### config.mk
export PLATFORM = sky130hd
export DESIGN_NAME = evq_out
export DESIGN_NICKNAME = d
export VERILOG_FILES = /design/src/rtl/core/evq_pkg.sv /design/src/rtl/core/evq_out.sv
export SDC_FILE = /design/constraint.sdc
export NUM_CORES = 1
export LEC_CHECK = 0
export ABC_AREA = 1
export BUFFER_PORTS_ARGS = -buffer_cell sky130_fd_sc_hd__buf_2
export CAP_MARGIN = 20
export CORE_MARGIN = 2
export CORE_UTILIZATION = 31
export DETAILED_ROUTE_END_ITERATION = 6
export PLACE_DENSITY = 0.48
export SYNTH_ARGS = -nofsm -noshare
export SYNTH_HDL_FRONTEND = slang
export SYNTH_SLANG_ARGS = --single-unit
export TNS_END_PERCENT = 50
### constraint.sdc
create_clock -name clk -period 10.7 [get_ports clk]
set_input_delay 1.605 -clock clk [delete_from_list [all_inputs] [get_ports clk]]
set_output_delay 1.605 -clock clk [all_outputs]
set_load 0.03 [all_outputs]
### src/rtl/core/evq_pkg.sv
// shared types, constants and decode helpers for the usb midi event queue
package evq_pkg;

  localparam int unsigned QUEUE_DEPTH_DEFAULT = 256;

  localparam int unsigned EVENT_W = 24;
  localparam int unsigned COUNT_W = 32;
  localparam int unsigned FILL_W  = 8;

  // high nibble of the status byte for note messages
  localparam logic [3:0] CMD_NOTE_ON  = 4'h9;
  localparam logic [3:0] CMD_NOTE_OFF = 4'h8;

  typedef enum logic [2:0] {
    RC_IGNORED = 3'd0,
    RC_QUEUED  = 3'd1,
    RC_DROPPED = 3'd2,
    RC_POPPED  = 3'd3,
    RC_EMPTY   = 3'd4
  } result_t;

  // request stage contents handed to the result stage
  typedef struct packed {
    result_t            rc;
    logic [COUNT_W-1:0] events;
    logic [COUNT_W-1:0] overrun;
    logic [FILL_W-1:0]  fill;
  } stage_t;

  // number of midi bytes carried for a code index number
  function automatic logic [1:0] code_len(input logic [3:0] cin);
    logic [1:0] len;
    case (cin) inside
      4'h1, 4'h5, 4'hF:        len = 2'd1;
      4'h2, 4'h6, 4'hC, 4'hD:  len = 2'd2;
      4'h0:                    len = 2'd0;
      default:                 len = 2'd3;
    endcase
    return len;
  endfunction

endpackage

### src/rtl/core/evq_out.sv
// result stage: popped event fields, note counters and the output register
module evq_out import evq_pkg::*; (
  input  logic               clk,
  input  logic               rst,
  input  logic               advance,
  input  logic               stage_valid,
  input  stage_t             stage,
  input  logic [EVENT_W-1:0] rd_data,
  output logic               out_valid,
  output result_t            result_code,
  output logic [7:0]         event_status,
  output logic [7:0]         event_data_a,
  output logic [7:0]         event_data_b,
  output logic [COUNT_W-1:0] events_seen,
  output logic [COUNT_W-1:0] note_on_total,
  output logic [COUNT_W-1:0] note_off_total,
  output logic [COUNT_W-1:0] overrun_total,
  output logic [FILL_W-1:0]  fill_level
);

  logic [COUNT_W-1:0] note_on, note_on_next, note_off, note_off_next;
  logic               popped, load, is_on, is_off;
  logic [3:0]         cmd;
  logic               valid;

  assign popped = (stage.rc == RC_POPPED);
  assign load   = advance && stage_valid;
  assign cmd    = rd_data[23:20];
  assign is_on  = (cmd == CMD_NOTE_ON) && (rd_data[7:0] != 8'd0);
  assign is_off = !is_on && ((cmd == CMD_NOTE_OFF) || (cmd == CMD_NOTE_ON));

  assign note_on_next  = (popped && is_on)  ? note_on + 1'b1  : note_on;
  assign note_off_next = (popped && is_off) ? note_off + 1'b1 : note_off;

  always_ff @(posedge clk) begin
    if (rst) begin
      note_on  <= '0;
      note_off <= '0;
      valid    <= 1'b0;
    end else begin
      if (advance) begin
        valid <= stage_valid;
      end
      if (load) begin
        note_on  <= note_on_next;
        note_off <= note_off_next;
      end
    end
  end

  always_ff @(posedge clk) begin
    if (load) begin
      result_code    <= stage.rc;
      event_status   <= popped ? rd_data[23:16] : 8'd0;
      event_data_a   <= popped ? rd_data[15:8]  : 8'd0;
      event_data_b   <= popped ? rd_data[7:0]   : 8'd0;
      events_seen    <= stage.events;
      note_on_total  <= note_on_next;
      note_off_total <= note_off_next;
      overrun_total  <= stage.overrun;
      fill_level     <= stage.fill;
    end
  end

  assign out_valid = valid;

endmodule

==> metrics.md <==
| Metric | Value |
|---|---|
| Final worst setup slack | ~7000 ps |
| Clk Latency, worst-skew pair | 530 ps |
| Clk slew on worst S/H paths | 60 ps |
| CTS tree | yes |
| Number of port buffers | 266 |
| CTS buffer count | 26 |
| Top-count cell post-synth | nand2_1 |
| Starting Density | 0.316 |
| HPWL after DPL | approximately 20000 µm |
| Die Ht | 186 µm |
| Critical Path RT | 10840 ps |
| Count of final setup violators | 0 |
| Post-Route Setup TNS | 0 ps |
| Num ports | approximately 270 |
| First drt pass iteration count | 5 |
| Crit-path most repeated cell | buf_4 |
| Met1 WL | between 10000 and 15000 µm |
| RSZ-0062 raised after global routing | false |
| Post-Place Setup Slack | around 6300 ps |
| Setup slack, reg-to-reg | between 8000 and 9000 ps |
| Area of the core | between 0.03 and 0.04 mm² |
| # nets final | around 1600 |
| Initial antenna violation count | 2 |
| Slew Limit Fails | 0 |
| Max-slew headroom | 0.269 |
| P&R area growth vs syn | 25.6% |
| Critical register-to-register path endpoint | note_on[22] |
| Number of H-tree levels | 1 |
| Clock skew | roughly 15 ps |
| FMAX | between 0.2 and 0.3 GHz |
| Die area | around 0.035 mm² |
| Setup crit end | event_data_a[1] |
| FILL cells | about 3400 |
| Synth async-reset ratio | 0 |
| Top cell type's share of synthesized area | 0.474 |
| WL met2 | around 13000 µm |
| Root Buffer | clkbuf_16 |
| Number of flops mapped to enable cells by yosys | between 150 and 200 |
| Standard-cell rows | between 60 and 70 |
| Final hold violation count | 0 |
| Mapped Area | between 0.01 and 0.015 mm² |
| Syn Inst Count | 1202 |
| R2R depth | 11 |
| Non-filler instance count after layout | approximately 1900 |
| Slew @ Worst Pin | 1100 ps |
| Routed vias | roughly 8600 |
| DR WL/cell | between 15 and 20 µm |
| #FFs+latches synth | approximately 230 |
| Crit path time final | 3700 ps |
| CTS Hold Bufs | 0 |
| Initial DRC Count | 550 |
| WL met3 | 1870 µm |
| Total grt overflow | 0 |
| Worst setup path startpoint | advance |
| Hold path cells | 2 |
| Hold Crit Class | reg -> reg |
| Worst Setup Start Kind | input port |
| Mean post-synth cell area | 8.59 µm² |
| Global-route wire length before repair | 45900 µm |
| Vias in the first global route | 8163 |
| Worst-case clock buffer depth | 3 |
| Post-synth cell types | 26 |
| Number of gates resized after cts | 0 |
| Num Clock Sinks | between 200 and 250 |
| Crit-path max cell delay | 840 ps |
| Synth Flop Type | edfxtp_1 |
| Largest cells by area after synthesis | edfxtp_1, nand2_1, dfxtp_1, inv_1, nor2_1 |
| Layout cells sized above 1 | 0.220 |
| Gpl congestion | between 0.8 and 0.9 |
| Synth top cells by count | nand2_1, inv_1, edfxtp_1, nor2_1, nand3_1 |
| CP max-delay cell | buf_4 |
| Critical path peak fanout | ~160 |
| Largest net degree at the start of global routing | 156 |
| Cell leakage power | ~0.0058 µW |
| Crit path arrival time | 3840 ps |
| Vias/cell | between 4 and 5 |
| Placed Area | roughly 0.012 mm² |
| PwrDens | 169 mW/mm² |
| Max_cap viols | 0 |
| Chip Width | between 150 and 200 µm |
| Critical Path, Cell by Cell | buf_2, nand2_2, buf_4, inv_8, buf_4 |
| Setup crit end kind | flip-flop |
| Fin crit share | 0.345 |
| Final WL | just under 30000 µm |
| Critical path class | in -> reg |
| Hold slack | about 470 ps |
| Total placed cells including tap cells | roughly 1900 |
| Post-CTS Setup Inserts | 0 |
| DRC viols | 0 |
| Outcome | complete, no violations |
| Finished Cell Area | approximately 0.013 mm² |
| Yosys top cell by area | edfxtp_1 |
| Register area share after synthesis | 0.600 |
| Antenna-violating nets left | 0 |
| Critical R2R Launch | note_on[1] |
| Syn Nets | 1307 |
| Top layer in use | met5 |
| Worst VDD drop | approximately 0.11 mV |
| Warning count from the yosys run | 0 |
| Total GRT Usage | 0.165 |
==> power by group <==
part	leakage, µW	switching [µW]	internal, µW	total, µW
registers	0.00206	28.8	1000	1030
clock network	0.000421	369	556	925
logic	0.00330	164	65.6	229
==> stage by stage <==
stage,util,power (µW)
2_1_floorplan,-,1200
3_5_place_dp,0.370,1280
3_3_place_gp,0.370,1280
5_1_grt,0.397,2280
4_1_cts,0.397,2220
6_report,0.397,2190
==> placed cells by master, fill, tap and decap left out <==
cell type / instances
o21ai_1: 2
inv_6: 1
o211ai_1: 8
clkinv_1: 6
a21oi_1: 57
inv_1: 182
edfxtp_1: 163
xor2_1: 13
and2_1: 1
nand4_2: 1
clkbuf_1: 5
o21bai_1: 1
nand2_2: 1
buf_4: 5
inv_8: 1
clkinv_2: 3
nor2_1: 163
inv_2: 2
clkbuf_16: 27
bufinv_16: 4
nand2_1: 367
nand4_1: 8
ha_1: 2
nor2_2: 6
dfxtp_1: 65
nor2_4: 3
nand3_2: 5
clkinvlp_4: 2
o21ai_0: 35
nand3_1: 82
buf_2: 266
diode_2: 1
==> cell families (layout without fill, tap and decap cells) <==
family / Yosys count / after routing / share of synthesized area
AOI/OAI and AO/OA: 103 / 103 / 0.0521
and+or+nand+nor: 637 / 637 / 0.251
DFF: 228 / 228 / 0.600
adders and majority gates: 2 / 2 / 0.00242
buffers and inverters: 219 / 504 / 0.0830
other: 0 / 1 / 0
xor gates and xnor gates: 13 / 13 / 0.0110
==> worst max-delay path, delay by kind of cell <==
kind | cells | cell delay, ps
and+or+nand+nor | 1 | 40
buffers and inverters | 4 | 2010
==> final cells by class <==
type	instances	area [µm²]	area share
repair buffers	271	1370	0.106
clock buffers	32	694	0.0535
multi-input cells	755	3270	0.252
diodes	1	2.50	0.000193
well taps	442	553	0.0426
flip-flops and latches	228	6200	0.478
clock inverters	16	181	0.0140
inverters	185	702	0.0541
==> layer usage <==
layer / vias up / global-route usage
li1: 4360 / -
met1: 3928 / 0.229
met2: 267 / 0.265
met3: 31 / 0.0333
met4: 2 / 0.0366
met5: - / 0
==> sequential cells by signal (all words and copies together) (netlist names) <==
signal          flops
note_on            32
result_code         3
event_data_b        8
events_seen        32
overrun_total      32
out_valid           1
note_off           32
event_data_a        8
fill_level          8
note_on_total      32
note_off_total     32
event_status        8
==> worst min-delay path by stage <==
| stage | endpoint | slack, ps | startpoint |
|---|---|---|---|
| floorplan | note_on[17] | 530 | note_on[17] |
| global placement | out_valid | 460 | out_valid |
| detailed placement | out_valid | 450 | out_valid |
| CTS | out_valid | 470 | out_valid |
| global route | out_valid | 500 | out_valid |
| finish | out_valid | 470 | out_valid |
Note: power is estimated with default switching activity, not from simulation.
