<file path="src/rtl/core/evq_pkg.sv">
// shared types, constants and decode helpers for the usb midi event queue
package evq_pkg;

  localparam int unsigned QUEUE_DEPTH_DEFAULT = 256;

  localparam int unsigned EVENT_W = 24;
  localparam int unsigned COUNT_W = 32;
  localparam int unsigned FILL_W  = 8;

  // high nibble of the status byte for note messages
  localparam logic [3:0] CMD_NOTE_ON  = 4'h9;
  localparam logic [3:0] CMD_NOTE_OFF = 4'h8;

  typedef enum logic [2:0] {
    RC_IGNORED = 3'd0,
    RC_QUEUED  = 3'd1,
    RC_DROPPED = 3'd2,
    RC_POPPED  = 3'd3,
    RC_EMPTY   = 3'd4
  } result_t;

  // request stage contents handed to the result stage
  typedef struct packed {
    result_t            rc;
    logic [COUNT_W-1:0] events;
    logic [COUNT_W-1:0] overrun;
    logic [FILL_W-1:0]  fill;
  } stage_t;

  // number of midi bytes carried for a code index number
  function automatic logic [1:0] code_len(input logic [3:0] cin);
    logic [1:0] len;
    case (cin) inside
      4'h1, 4'h5, 4'hF:        len = 2'd1;
      4'h2, 4'h6, 4'hC, 4'hD:  len = 2'd2;
      4'h0:                    len = 2'd0;
      default:                 len = 2'd3;
    endcase
    return len;
  endfunction

endpackage

</file>
<file path="src/rtl/core/evq_ctrl.sv">
// request stage: packet decode, ring pointers, event and overrun counters
module evq_ctrl import evq_pkg::*; #(
  parameter int unsigned QUEUE_DEPTH = QUEUE_DEPTH_DEFAULT
) (
  input  logic                           clk,
  input  logic                           rst,
  input  logic                           take,
  input  logic                           advance,
  input  logic                           req_type,
  input  logic [7:0]                     header_byte,
  input  logic [7:0]                     midi_byte0,
  input  logic [7:0]                     midi_byte1,
  input  logic [7:0]                     midi_byte2,
  output logic                           wr_en,
  output logic [$clog2(QUEUE_DEPTH)-1:0] wr_addr,
  output logic [EVENT_W-1:0]             wr_data,
  output logic                           rd_en,
  output logic [$clog2(QUEUE_DEPTH)-1:0] rd_addr,
  output logic                           stage_valid,
  output stage_t                         stage
);

  localparam int unsigned PW = $clog2(QUEUE_DEPTH);
  localparam int unsigned FW = PW + 1;

  logic [PW-1:0]      wp, wp_next, rp, rp_next, wp_inc, rp_inc;
  logic [COUNT_W-1:0] events, events_next, overrun, overrun_next;
  logic               valid, valid_next;
  stage_t             stage_next;
  logic [1:0]         len;
  logic               full, empty;
  logic [FW-1:0]      held;
  logic [FW+FILL_W-1:0] held_ext;
  result_t            rc;

  assign len    = code_len(header_byte[3:0]);
  assign wp_inc = (wp == PW'(QUEUE_DEPTH - 1)) ? '0 : wp + 1'b1;
  assign rp_inc = (rp == PW'(QUEUE_DEPTH - 1)) ? '0 : rp + 1'b1;
  assign full   = (wp_inc == rp);
  assign empty  = (wp == rp);

  always_comb begin
    wp_next      = wp;
    rp_next      = rp;
    events_next  = events;
    overrun_next = overrun;
    wr_en        = 1'b0;
    rd_en        = 1'b0;
    rc           = RC_IGNORED;
    if (!req_type) begin
      if (len == 2'd0) begin
        rc = RC_IGNORED;
      end else if (full) begin
        rc           = RC_DROPPED;
        events_next  = events + 1'b1;
        overrun_next = overrun + 1'b1;
      end else begin
        rc          = RC_QUEUED;
        events_next = events + 1'b1;
        wp_next     = wp_inc;
        wr_en       = take;
      end
    end else begin
      if (empty) begin
        rc = RC_EMPTY;
      end else begin
        rc      = RC_POPPED;
        rp_next = rp_inc;
        rd_en   = take;
      end
    end
  end

  assign wr_addr = wp;
  assign rd_addr = rp;
  assign wr_data = {midi_byte0,
                    (len >= 2'd2) ? midi_byte1 : 8'd0,
                    (len == 2'd3) ? midi_byte2 : 8'd0};

  // entries held after this request
  always_comb begin
    if (wp_next >= rp_next) begin
      held = {1'b0, wp_next} - {1'b0, rp_next};
    end else begin
      held = {1'b0, wp_next} + FW'(QUEUE_DEPTH) - {1'b0, rp_next};
    end
  end
  assign held_ext = {{FILL_W{1'b0}}, held};

  assign stage_next.rc      = rc;
  assign stage_next.events  = events_next;
  assign stage_next.overrun = overrun_next;
  assign stage_next.fill    = held_ext[FILL_W-1:0];

  assign valid_next = take ? 1'b1 : (advance ? 1'b0 : valid);

  always_ff @(posedge clk) begin
    if (rst) begin
      wp      <= '0;
      rp      <= '0;
      events  <= '0;
      overrun <= '0;
      valid   <= 1'b0;
    end else begin
      valid <= valid_next;
      if (take) begin
        wp      <= wp_next;
        rp      <= rp_next;
        events  <= events_next;
        overrun <= overrun_next;
      end
    end
  end

  always_ff @(posedge clk) begin
    if (take) begin
      stage <= stage_next;
    end
  end

  assign stage_valid = valid;

endmodule

</file>
<file path="config.mk">
export PLATFORM = sky130hd
export DESIGN_NAME = evq_ctrl
export DESIGN_NICKNAME = d
export VERILOG_FILES = /design/src/rtl/core/evq_pkg.sv /design/src/rtl/core/evq_ctrl.sv
export SDC_FILE = /design/constraint.sdc
export NUM_CORES = 1
export LEC_CHECK = 0
export ABC_AREA = 1
export CELL_PAD_IN_SITES_DETAIL_PLACEMENT = 1
export CELL_PAD_IN_SITES_GLOBAL_PLACEMENT = 1
export CORE_AREA = 2 2 145 147
export CTS_CLUSTER_SIZE = 16
export DETAILED_ROUTE_END_ITERATION = 8
export DIE_AREA = 0 0 147 149
export DONT_BUFFER_PORTS = 1
export PLACE_DENSITY = 0.8
export SYNTH_ARGS = -nofsm -noshare
export SYNTH_HDL_FRONTEND = slang
export SYNTH_SLANG_ARGS = --single-unit
</file>
<file path="constraint.sdc">
create_clock -name clk -period 3.35 [get_ports clk]
set_input_delay 0.8375 -clock clk [delete_from_list [all_inputs] [get_ports clk]]
set_output_delay 0.8375 -clock clk [all_outputs]
set_load 0.005 [all_outputs]
</file>
==> metrics <==
status completed; Max Slew Vio Count 0; crit path max-delay cell type dfxtp_1; post-synthesis cell count 1,120; Non-Filler Instances 1,428; Synth cell types 37; Max clock buf depth 2; Seq/Total Area, Yosys 45.8%; register-to-register setup slack 0.15 ns; worst vdd ir 0.000302 V; first-pass GRT wire length 38.3 mm; placed cell area 8860 um2; HPWL Detailed 16.1 mm; vias per cell 5.17; Post-synth EDFFs 75; Critical Path Start Type flop; pre-CTS setup slack -0.136 ns; vias in the first global route 7,688; worst skew pair latency 0.43 ns; Port Buffers 0; core area 20,600 um2; Area growth syn-to-layout 14.2%; cts bufs inserted 17; CP endpoint kind flop; Avg Inst Size Synth 7.55 um2; CP cell instances inv_1 > nand2_1 > nand4_1 > nor2_1 > nand2_1 > nand2_1 > inv_1 > nand3_1 > nor2_1 > xor2_1 > inv_1 > ha_1 > a21oi_1 > o221ai_2 > nand3b_1 > nand2_1 > xnor2_1; Finished Core Util 47.0%; layout cells sized above 1 11.2%; relative slew slack 35.0%; ys async rst share 0%; Setup CP Type reg2reg; fin area 9660 um2; DR pass1 iterations 4; GRT Residual Overflow 0; syn_nets 1,169; final setup vio count 0; Crit Path Max Fanout 8; CTS tree built; TritonCTS Sinks 156; Initial DRC Count 275; Leak 0.00441 uW; most common cell after layout, fill and taps aside nand2_1; DRC 0; Period minus WS final 3.20 ns; Die H 149 um; Die ar. 21,900 um2; largest net degree at the start of global routing 145; n_diodes 0; fmax 0.312 GHz; NumNets Final 1,189; Arr. time, crit path 3.37 ns; via count 7,386; GPL Wtd Cong 0.856; final wirelength 23.7 mm; post-route ant nets 0; Worst Hold Class reg2reg; H-tree levels 4; Max Cap Violations 0; detailed-route wire length per cell 16.6 um; I/O pins 155; Die X 147 um; #FFs+latches synth 156; Top Family by Delay on Critical Path simple AND/OR/NAND/NOR gates; Clock transition at path regs 0.06 ns; Data required, critical path 3.51 ns; cell area after synthesis 8450 um2; root buffer cell clkbuf_16; initial antenna violation count 0; final hold violations 0; most frequent CP cell nand2_1; slowest stage delay, CP 0.57 ns; worst slew pin tran 0.974 ns; GRT Util Overall 21.7%; period utilisation layout 95.6%; FP Rows 53; post-route setup slack 0.147 ns; Starting Density 41.1%; Synth warnings 0; Top FF cell, synth dfxtp_1; most frequent cells in the layout 235 x nand2_1, 201 x inv_1, 82 x nand3_1; DP Cell Count 1,390; CP bufs+invs 3; Setup Skew 0.0141 ns; pwr dens 493 nW/um2
layout make-up:
class                           instances  area [um2]
Clock buffer                           23         489
Clock inverter                          9        87.6
Fill cell                            2535       10900
Inverter                              209         785
Multi-Input combinational cell        712        3740
Sequential cell                       156        3880
Tap cell                              275         344
Timing Repair Buffer                   44         330
flip-flops by register name, summed over array words and instances, names as in the netlist:
name         cells
overrun         32
rd_addr          8
stage_valid      1
wr_addr          8
events          32
stage           75
where the power goes:
| group | switching [uW] | internal [uW] |
|---|---|---|
| Sequential | 110 | 2160 |
| Combinational | 363 | 229 |
| Clock | 793 | 1110 |
path summary, 6_finish.rpt:
check	from	depth (start not counted)	to
setup / recovery	rd_addr[5]	17	stage[7]
hold / removal	stage_valid	2	stage_valid
setup reg to reg	rd_addr[5]	17	stage[7]
hold reg to reg	stage_valid	2	stage_valid
through the flow:
stage / hold slack [ns] / total power (uW) / setup TNS, ns
final: 0.481 / 4760 / 0
after global routing: 0.483 / 4960 / -0.0517
after CTS: 0.478 / 4780 / 0
after detailed placement: 0.473 / 2850 / -0.322
after global placement: 0.461 / 2820 / -0.0197
after floorplan: 0.455 / 2680 / 0
worst reg2reg max path: cells and delay by family (launching register included):
kind,cells,cell delay [ns]
AOI/OAI and AO/OA,2,0.35
xor gates and xnor gates,2,0.29
adders and majority gates,1,0.33
buffers and inverters,3,0.41
DFF,1,0.57
and+or+nand+nor,9,0.99
cell families after synthesis:
group | after synthesis | share of synthesized area [%]
AND/OR/NAND/NOR | 492 | 25.8
buffers and inverters | 252 | 11.9
AO/OA/AOI/OAI | 164 | 10.1
flip-flops | 156 | 45.8
XOR/XNOR | 44 | 4.56
adder cells (fa/ha/maj) | 12 | 1.86
repair_timing:
action / in CTS / in global routing
hold buffers: 0 / 0
setup buffers: 1 / 5
pin swaps: 3 / 10
endpoints found under the setup margin: 3 / 4
resized for setup: 16 / 23
endpoints found under the hold margin: 0 / 0
routing by layer:
layer	routed length (um)	up-vias	track usage, %
li1	-	3650	-
met1	10400	3549	26.0
met2	11800	142	38.6
met3	884	45	4.34
met4	574	0	8.37
met5	0	-	0
cell usage after synthesis, types with 4 or more instances:
| library cell | instances | area, um2 |
|---|---|---|
| a21oi_1 | 75 | 375 |
| buf_4 | 9 | 67.6 |
| clkbuf_1 | 26 | 97.6 |
| dfxtp_1 | 81 | 1620 |
| edfxtp_1 | 75 | 2250 |
| ha_1 | 11 | 138 |
| inv_1 | 202 | 758 |
| inv_2 | 5 | 18.8 |
| nand2_1 | 238 | 893 |
| nand2_2 | 6 | 37.5 |
| nand3_1 | 86 | 430 |
| nand4_1 | 37 | 231 |
| nor2_1 | 79 | 297 |
| nor2_2 | 7 | 43.8 |
| nor3_1 | 26 | 130 |
| nor4_1 | 4 | 25.0 |
| o21ai_0 | 58 | 290 |
| o21ai_1 | 20 | 100 |
| xnor2_1 | 7 | 61.3 |
| xor2_1 | 37 | 324 |
No activity file was read; power rests on OpenSTA's default activity.
