**src/rtl/core/evq_ram.sv**
```systemverilog
// generic single write port ram with registered read
module evq_ram #(
  parameter int unsigned WIDTH = 8,
  parameter int unsigned DEPTH = 16
) (
  input  logic                     clk,
  input  logic                     wr_en,
  input  logic [$clog2(DEPTH)-1:0] wr_addr,
  input  logic [WIDTH-1:0]         wr_data,
  input  logic                     rd_en,
  input  logic [$clog2(DEPTH)-1:0] rd_addr,
  output logic [WIDTH-1:0]         rd_data
);

  logic [WIDTH-1:0] mem [DEPTH];

  always_ff @(posedge clk) begin
    if (wr_en) begin
      mem[wr_addr] <= wr_data;
    end
    if (rd_en) begin
      rd_data <= mem[rd_addr];
    end
  end

endmodule

```
**config.mk**
```make
export PLATFORM = sky130hd
export DESIGN_NAME = evq_ram
export DESIGN_NICKNAME = d
export VERILOG_FILES = /design/src/rtl/core/evq_ram.sv
export SDC_FILE = /design/constraint.sdc
export NUM_CORES = 1
export LEC_CHECK = 0
export BUFFER_PORTS_ARGS = -buffer_cell sky130_fd_sc_hd__buf_2
export CORE_UTILIZATION = 37
export DETAILED_ROUTE_END_ITERATION = 10
export PLACE_DENSITY = 0.59
export REMOVE_ABC_BUFFERS = 1
export SLEW_MARGIN = 20
export SYNTH_ARGS = -nofsm -noshare
export SYNTH_HDL_FRONTEND = slang
export SYNTH_SLANG_ARGS = --single-unit
```
**constraint.sdc**
```tcl
create_clock -name clk -period 1.8 [get_ports clk]
set_input_delay 0.36 -clock clk [delete_from_list [all_inputs] [get_ports clk]]
set_output_delay 0.36 -clock clk [all_outputs]
set_load 0.005 [all_outputs]
```
==> results of run 1 <==
cell families (layout without fill, tap and decap cells):
| family | count (synthesis) | count (layout) |
|---|---|---|
| DFF | 136 | 136 |
| buffers and inverters | 10 | 82 |
| and+or+nand+nor | 35 | 35 |
| AOI/OAI and AO/OA | 16 | 16 |
| muxes | 32 | 32 |
stage by stage:
step | total power, mW | hold WS [ns] | setup WS [ns]
global placement | 3.996 | 0.7360 | -0.1817
floorplan | 3.791 | 0.4589 | -0.05287
global route | 7.369 | 0.3244 | 0.1940
finish | 7.171 | 0.3242 | 0.2583
detailed placement | 4.005 | 0.7447 | -0.1878
CTS | 7.257 | 0.3094 | 0.2566
Yosys cell counts:
master             n
nor2_1            13
and2_1             1
buf_2              3
and2b_1            1
buf_6              3
nand2b_1           2
nand3_1            1
a22oi_1           16
or3b_2             1
edfxtp_1         136
nor2b_1            1
clkdlybuf4s25_2    3
buf_4              1
mux4_2            18
nor3_1             4
mux4_1            14
nand3b_1           2
nand2_1            9
worst reg2reg max path: stages, from the launching register on:
cell and delay [ns]:
edfxtp_1 0.36, mux4_2 0.47, a22oi_1 0.34, nand2_1 0.10
state kept, by name (all words and copies together) (netlist names):
| register | count |
|---|---|
| rd_data | 8 |
| mem | 128 |
routing by layer:
layer  global-route usage (%)  up-vias  share of wire [%]
met3                    4.558       13                5.3
li1                         -     1098                  -
met5                        0        -                  0
met4                    5.787        0                1.4
met2                    23.54       74                 48
met1                    20.22     1271                 45
power breakdown:
part	leakage [nW]	switching [mW]	internal [mW]
sequential	1.24	0.0175	3.57
clock	0.269	1.23	2.01
combinational	0.622	0.189	0.154
worst max-delay path by stage:
| stage | slack (ns) | depth (start not counted) | end |
|---|---|---|---|
| 2_1_floorplan | -0.05 | 2 | mem[0][0] |
| 3_3_place_gp | -0.18 | 6 | rd_data[4] |
| 3_5_place_dp | -0.19 | 6 | rd_data[4] |
| 4_1_cts | 0.26 | 6 | rd_data[4] |
| 5_1_grt | 0.19 | 3 | rd_data[7] |
| 6_report | 0.26 | 3 | rd_data[7] |
final cells by class:
| class | instances | area (um^2) | share of cell area (%) |
|---|---|---|---|
| Timing Repair Buffer | 50 | 372.9 | 5.917 |
| Clock buffer | 17 | 425.4 | 6.751 |
| Tap cell | 180 | 225.2 | 3.574 |
| Multi-Input combinational cell | 83 | 1057 | 16.78 |
| Sequential cell | 136 | 4084 | 64.81 |
| Clock inverter | 15 | 136.4 | 2.164 |
==> metrics.txt, run 1 <==
Power Density=around 1100 nW/um^2; cts hold-fix bufs=0; mux share of post-synthesis cell area=14.79%; H-tree depth=4; placed insts=~450; Hold Crit Endpoint=mem[6][1]; Core ar.=between 10000 and 15000 um^2; dpl hpwl=between 6000 and 7000 um; worst path required time=between 1.5 and 2 ns; number of distinct library cells after synthesis=18; die width=120.9 um; Die Area=~15000 um^2; CP endpoint kind=flop; slowest stage delay, CP=approximately 0.47 ns; Buf/Inv on CP=0; synth warn=0; largest cells by area after synthesis=edfxtp_1, mux4_2, mux4_1; commonest non-fill, non-tap cell in the layout=edfxtp_1; Max-slew headroom=between 50% and 60%; worst vdd ir=approximately 0.00077 V; Num CTS Buffers=17; flop2flop setup slack=0.26 ns; largest family of logic cells by synthesized area=multiplexers; clk sinks=136; Tmin final=1.542 ns; routability cong.=~0.74; achievable frequency=around 650 MHz; crit-path max FO=1; setup violators final=0; initial antenna violation count=0; CTS tree=yes; largest area contributor in the netlist=edfxtp_1; vias in the first global route=around 2600; Slew Limit Fails=0; Fill cells=1132; compound-gate portion of the synthesized area=2.298%; Detailed Routing Iterations Pass 1=4; post-route setup TNS=0 ns; via count=2456; WL/cell=roughly 21 um; antenna-violating nets left=0; post-synthesis xor/xnor area fraction=0%; worst-case reg-to-reg path depth=3; Clock transition at path regs=about 0.060 ns; Synth Register Bits=136; Critical Path, Cell by Cell=mux4_2 > a22oi_1 > nand2_1; Via density=a little over 5; Worst setup startpoint=mem[3][7]; I/O Buffers=26; Mapped Cells=229; startpoint type of the worst setup path=flop; Placement Rows=43; HP Class=in2reg; CTS max path bufs=2; Fin. Hold Viols=0; Seq/Total Area, Yosys=~78%; hold depth=1; max cap viols=0; top-area cell type share of the netlist area=slightly below 80%; final WL=roughly 10000 um; Syn Area/Cell=about 23 um^2; Post CTS Setup Buffer Count=0; worst hold start=wr_data[1]; CP arrival=1.69 ns; clock skew=just over 0.01 ns; Finished Core Util=around 46%; Least-Margin Pin Slew=0.7149 ns; initial DRC count=147; root buffer cell=clkbuf_16; n_diodes=0; Ports=27; family with the most delay on the worst path=multiplexers; RSZ-0062 raised after global routing=false; PostCTS Resize Cnt=0; largest net degree at the start of global routing=19; Post-Synth Adder-Cell Area=0%; placed inst area=approximately 5700 um^2; share of layout cells above drive strength 1=between 30% and 40%; Synth Cell Area=5228 um^2; grt ovf=0; first-pass GRT wire length=15300 um; Post-Synth Simple-Gate Area=3.135%; initial core utilization=37.81%; status=finished, final reports clean; Slowest-stage cell, CP=mux4_2; die span in y=120.9 um; critical path type=reg2reg; drt drc=0; fin cells=481; Reg-to-Reg Start=mem[3][7]; r2r endpoint=rd_data[7]; gr usage total=between 10% and 20%; most frequent cells in the layout=edfxtp_1, buf_2, buf_4; synthesis-to-finish area growth=20.54%; Final nets=about 310; Final Cycle Share=between 80 and 90%; Leakage=roughly 2.1 nW; Clk Latency, worst-skew pair=between 0.4 and 0.5 ns; post-route cell area=6301 um^2
Note: power is estimated with default switching activity, not from simulation.
==> run 2: changes to the inputs <==
--- a/config.mk
+++ b/config.mk
@@ -6,9 +6,11 @@
 export NUM_CORES = 1
 export LEC_CHECK = 0
 export BUFFER_PORTS_ARGS = -buffer_cell sky130_fd_sc_hd__buf_2
+export CELL_PAD_IN_SITES_DETAIL_PLACEMENT = 0
+export CELL_PAD_IN_SITES_GLOBAL_PLACEMENT = 1
 export CORE_UTILIZATION = 37
 export DETAILED_ROUTE_END_ITERATION = 10
-export PLACE_DENSITY = 0.59
+export PLACE_DENSITY = 0.64
 export REMOVE_ABC_BUFFERS = 1
 export SLEW_MARGIN = 20
 export SYNTH_ARGS = -nofsm -noshare
==> constraint.sdc (replaced) <==
create_clock -name clk -period 1.35 [get_ports clk]
set_input_delay 0.27 -clock clk [delete_from_list [all_inputs] [get_ports clk]]
set_output_delay 0.27 -clock clk [all_outputs]
set_load 0.005 [all_outputs]
==> run 2 against run 1 <==
The run now ends with setup timing left. Hold slack worse by 0.10 ns. Die area stayed put. Setup slack worse by 0.30 ns. Critical endpoint is now rd_data[6]. Largest cell class unchanged.
==> metrics.txt, run 2 (synthesized netlist as in run 1, its figures left out) <==
status=finished, violations left; failing checks=setup timing; share of layout cells above drive strength 1=40.20%; Detailed Routing Iterations Pass 1=4; Via density=slightly above 5; Buf/Inv on CP=0; Multi-input gate area=1055 um^2; initial antenna violation count=0; CP endpoint kind=flop; first-pass GRT wire length=16810 um; Clock transition at path regs=0.06 ns; I/O Buffers=26; Fin. Hold Viols=0; worst hold start=rd_en; Largest regs=mem x128, rd_data x8; CTS max path bufs=2; vias in the first global route=between 2000 and 3000; initial DRC count=between 150 and 200; routability cong.=roughly 0.77; Reg-to-Reg Start=mem[7][6]; setup violators final=6; CP arrival=1.55 ns; Core ar.=around 14000 um^2; post-route cell area=6369 um^2; max cap viols=0; antenna-violating nets left=0; worst-case reg-to-reg path depth=3; Clk Latency, worst-skew pair=~0.4 ns; register with the most flip-flops=mem; commonest non-fill, non-tap cell in the layout=edfxtp_1; n_diodes=0; H-tree depth=4; die span in y=about 120 um; most frequent cells in the layout=edfxtp_1, mux4_2, buf_2, buf_4, clkbuf_16; overall power=10.13 mW; Max-slew headroom=between 30% and 40%; Leakage=2.116 nW; Final nets=approximately 310; Largest register FFs=128; placed inst area=between 5000 and 6000 um^2; Place WS=-0.5461 ns; worst path required time=about 1.5 ns; startpoint type of the worst setup path=flop; Slew Limit Fails=0; Fill cells=1157; final setup margin=-0.03901 ns; Critical Path, Cell by Cell=mux4_2 > a22oi_2 > nand2_1; HP Class=in2reg; drt drc=0; Num CTS Buffers=17; hold depth=1; Tmin final=between 1 and 1.5 ns; Die Area=approximately 15000 um^2; final WL=10860 um; gr usage total=between 10% and 20%; Ports=27; storage element area=4084 um^2; Slowest-stage cell, CP=mux4_2; clock skew=between 0.008 and 0.009 ns; RSZ-0062 raised after global routing=true; post-route setup TNS=-0.1644 ns; dpl hpwl=between 7000 and 8000 um; initial core utilization=between 30% and 40%; Worst setup startpoint=mem[7][6]; grt ovf=0; die width=around 120 um; Least-Margin Pin Slew=a little over 1 ns; slowest stage delay, CP=0.52 ns; Placement Rows=43; CTS tree=yes; clk sinks=136; root buffer cell=clkbuf_16; Final Cycle Share=102.9%; achievable frequency=719.9 MHz; critical path type=reg2reg; worst vdd ir=approximately 0.0007 V; via count=between 2000 and 2500; crit-path max FO=1; synthesis-to-finish area growth=21.83%; Finished Core Util=46.06%; cts hold-fix bufs=0; family with the most delay on the worst path=multiplexers; WL/cell=22.34 um; Power Density=approximately 1600 nW/um^2; Stages on worst setup path=3; largest net degree at the start of global routing=21
==> run 2: routing by layer <==
layer / global-route usage, % / share of wire [%]
met1: 24.16 / 46
met3: 3.289 / 4.5
met4: 7.407 / 1.1
met5: 0 / 0
met2: 24.89 / 49
==> run 2: through the flow <==
step                hold slack [ns]  instances
floorplan                    0.3689        219
global placement             0.6454        454
detailed placement           0.6443        454
CTS                          0.2060        486
global route                 0.2189        486
finish                       0.2198        486
==> run 2: path summary, 6_finish.rpt <==
check / endpoint / slack [ns]
worst max-delay path: rd_data[6] / -0.04
worst min-delay path: rd_data[3] / 0.22
worst max register to register: rd_data[6] / -0.04
worst min register to register: rd_data[2] / 0.75
==> run 2: power breakdown <==
group | switching (mW) | internal, mW | leakage [nW]
clock network | 1.60 | 3.26 | 0.297
logic | 0.274 | 0.218 | 0.583
registers | 0.0253 | 4.76 | 1.24
==> run 2: layout make-up <==
class | count | share of cell area [%]
well taps | 180 | 3.536
repair buffers | 55 | 6.051
clock inverters | 10 | 2.750
multi-input cells | 83 | 16.56
clock buffers | 22 | 6.974
flip-flops and latches | 136 | 64.13
==> run 2: repair_timing <==
| item | CTS | global route |
|---|---|---|
| pin swaps | 12 | 2 |
| setup endpoints to repair | 8 | 8 |
| resized for setup | 19 | 5 |
| cloned | 0 | 0 |
| buffers inserted | 0 | 0 |
==> run 2: worst register-to-register path, cell delays in order, from the launching register on <==
cell	delay, ns
edfxtp_1	0.36
mux4_2	0.52
a22oi_2	0.18
nand2_1	0.08
==> run 3: changes to the inputs <==
==> constraint.sdc (replaced) <==
create_clock -name clk -period 1.35 [get_ports clk]
set_input_delay 0.0675 -clock clk [delete_from_list [all_inputs] [get_ports clk]]
set_output_delay 0.0675 -clock clk [all_outputs]
set_load 0.005 [all_outputs]
==> run 3 against run 2 <==
The run still ends with setup timing left. Critical path depth is the same. Hold slack got worse by 0.18 ns. Via count increased by 0.60%. Global-route usage fell by 0.57 points. Total power decreased by 3.8%.
==> metrics.txt, run 3 (synthesized netlist as in run 1, its figures left out) <==
status=finished, violations left; failing checks=setup timing; Largest regs=mem x128, rd_data x8; clock skew=about 0.0055 ns; HP Class=in2reg; H-tree depth=4; n_diodes=0; initial antenna violation count=0; gr usage total=around 16%; achievable frequency=696.3 MHz; CP endpoint kind=flop; clk sinks=136; Ports=27; Core ar.=approximately 14000 um^2; Die Area=~15000 um^2; Final nets=around 310; root buffer cell=clkbuf_16; Reg-to-Reg Start=mem[4][2]; final WL=10740 um; Critical Path, Cell by Cell=mux4_2 > a22oi_2 > nand2_1; antenna-violating nets left=0; Clock transition at path regs=roughly 0.050 ns; post-route setup TNS=-0.2428 ns; register with the most flip-flops=mem; Worst setup startpoint=mem[4][2]; combinational power share=about 5%; Finished Core Util=45.87%; r2r endpoint=rd_data[2]; final setup margin=-0.08616 ns; Leakage=2.109 nW; Power Density=approximately 1500 nW/um^2; Via density=around 5.1; Slew Limit Fails=0; Placement Rows=43; Post CTS Setup Buffer Count=0; I/O Buffers=26; synthesis-to-finish area growth=21.33%; initial DRC count=roughly 170; most frequent cells in the layout=edfxtp_1, mux4_2, buf_4; RSZ-0062 raised after global routing=true; CP endpoint=rd_data[2]; vias in the first global route=around 2600; CTS max path bufs=2; switching portion of total power=just under 20%; drt drc=0; crit-path max FO=1; CP arrival=~1.6 ns; first-pass GRT wire length=16100 um; routability cong.=roughly 0.81; Detailed Routing Iterations Pass 1=5; WL/cell=between 20 and 25 um; grt ovf=0; Pint=~7.9 mW; Max-slew headroom=32.74%; Least-Margin Pin Slew=between 1 and 1.5 ns; flop2flop setup slack=-0.09 ns; via count=2502; slowest stage delay, CP=approximately 0.52 ns; switching power=1.888 mW; Tmin final=between 1 and 1.5 ns; largest net degree at the start of global routing=17; Slowest-stage cell, CP=mux4_2; worst vdd ir=around 0.00078 V; Final Cycle Share=106.4%; fin cells=487; Clock Power Share=between 40% and 50%; Flop pwr share=just under 50%; Fill cells=between 1000 and 1500; Num CTS Buffers=17; share of layout cells above drive strength 1=between 30% and 40%; CTS tree=yes; Clk Latency, worst-skew pair=between 0.4 and 0.5 ns; dpl hpwl=roughly 7100 um; worst-case reg-to-reg path depth=3; startpoint type of the worst setup path=flop; setup violators final=7; placed insts=about 460; Largest register FFs=128; initial core utilization=between 30% and 40%; critical path type=reg2reg; die width=between 100 and 150 um; max cap viols=0; Fin. Hold Viols=0; commonest non-fill, non-tap cell in the layout=edfxtp_1; die span in y=around 120 um; worst path required time=about 1.5 ns
==> run 3: changes by cell type in the layout (fill, tap and decap cells not counted), sizes merged <==
cell,before,now
clkinv,4,5
buf,55,56
bufinv,5,3
clkinvlp,1,2
==> run 3: layer usage <==
layer	GRT usage (%)	up-vias	part of all wire [%]
met3	3.712	9	5.3
met2	25.61	82	49
li1	-	1100	-
met4	6.481	0	1.0
met1	21.84	1311	44
met5	0	-	0
==> run 3: power groups by stage <==
stage	Clock (mW)	Sequential (mW)	Combinational, mW
floorplan	0	4.87	0.190
global placement	0	4.87	0.468
detailed placement	0	4.87	0.477
CTS	4.54	4.79	0.507
global route	4.67	4.79	0.537
finish	4.46	4.79	0.495
==> run 3: worst max-delay path, delay by kind of cell (launching register included) <==
family / cells / cell delay, ns
compound gates: 1 / 0.22
simple gates: 1 / 0.07
flops: 1 / 0.37
mux: 1 / 0.52
==> run 3: worst min path at each step <==
stage	from	depth (start not counted)	to	slack, ns
2_1_floorplan	wr_data[0]	0	mem[0][0]	0.17
3_3_place_gp	rd_en	1	rd_data[1]	0.45
3_5_place_dp	rd_en	1	rd_data[1]	0.45
4_1_cts	rd_en	1	rd_data[4]	0.02
5_1_grt	rd_en	1	rd_data[4]	0.03
6_report	rd_en	1	rd_data[4]	0.04
==> run 3: cell type report <==
cell class                 count  area (um^2)  area share, %
clock buffer                  22        444.2          7.003
timing repair buffer          56        392.9          6.195
sequential                   136         4084          64.39
tap                          180        225.2          3.551
clock inverter                10        127.6          2.012
multi-input combinational     83         1069          16.85
==> run 3: timing repair <==
action,4_1_cts,5_1_grt
hold buffers,0,0
pin swaps,12,7
endpoints found under the setup margin,8,8
resized for setup,22,0
==> run 3: stage by stage <==
step / worst slack (ns) / area [um^2] / hold slack [ns] / power, mW
after detailed placement: -0.3635 / 5759 / 0.4494 / 5.350
after CTS: -0.1121 / 6342 / 0.01864 / 9.830
after global routing: -0.1188 / 6342 / 0.02824 / 10.00
final: -0.08616 / 6342 / 0.03644 / 9.746
after floorplan: -0.2104 / 5141 / 0.1664 / 5.055
after global placement: -0.3584 / 5759 / 0.4464 / 5.338
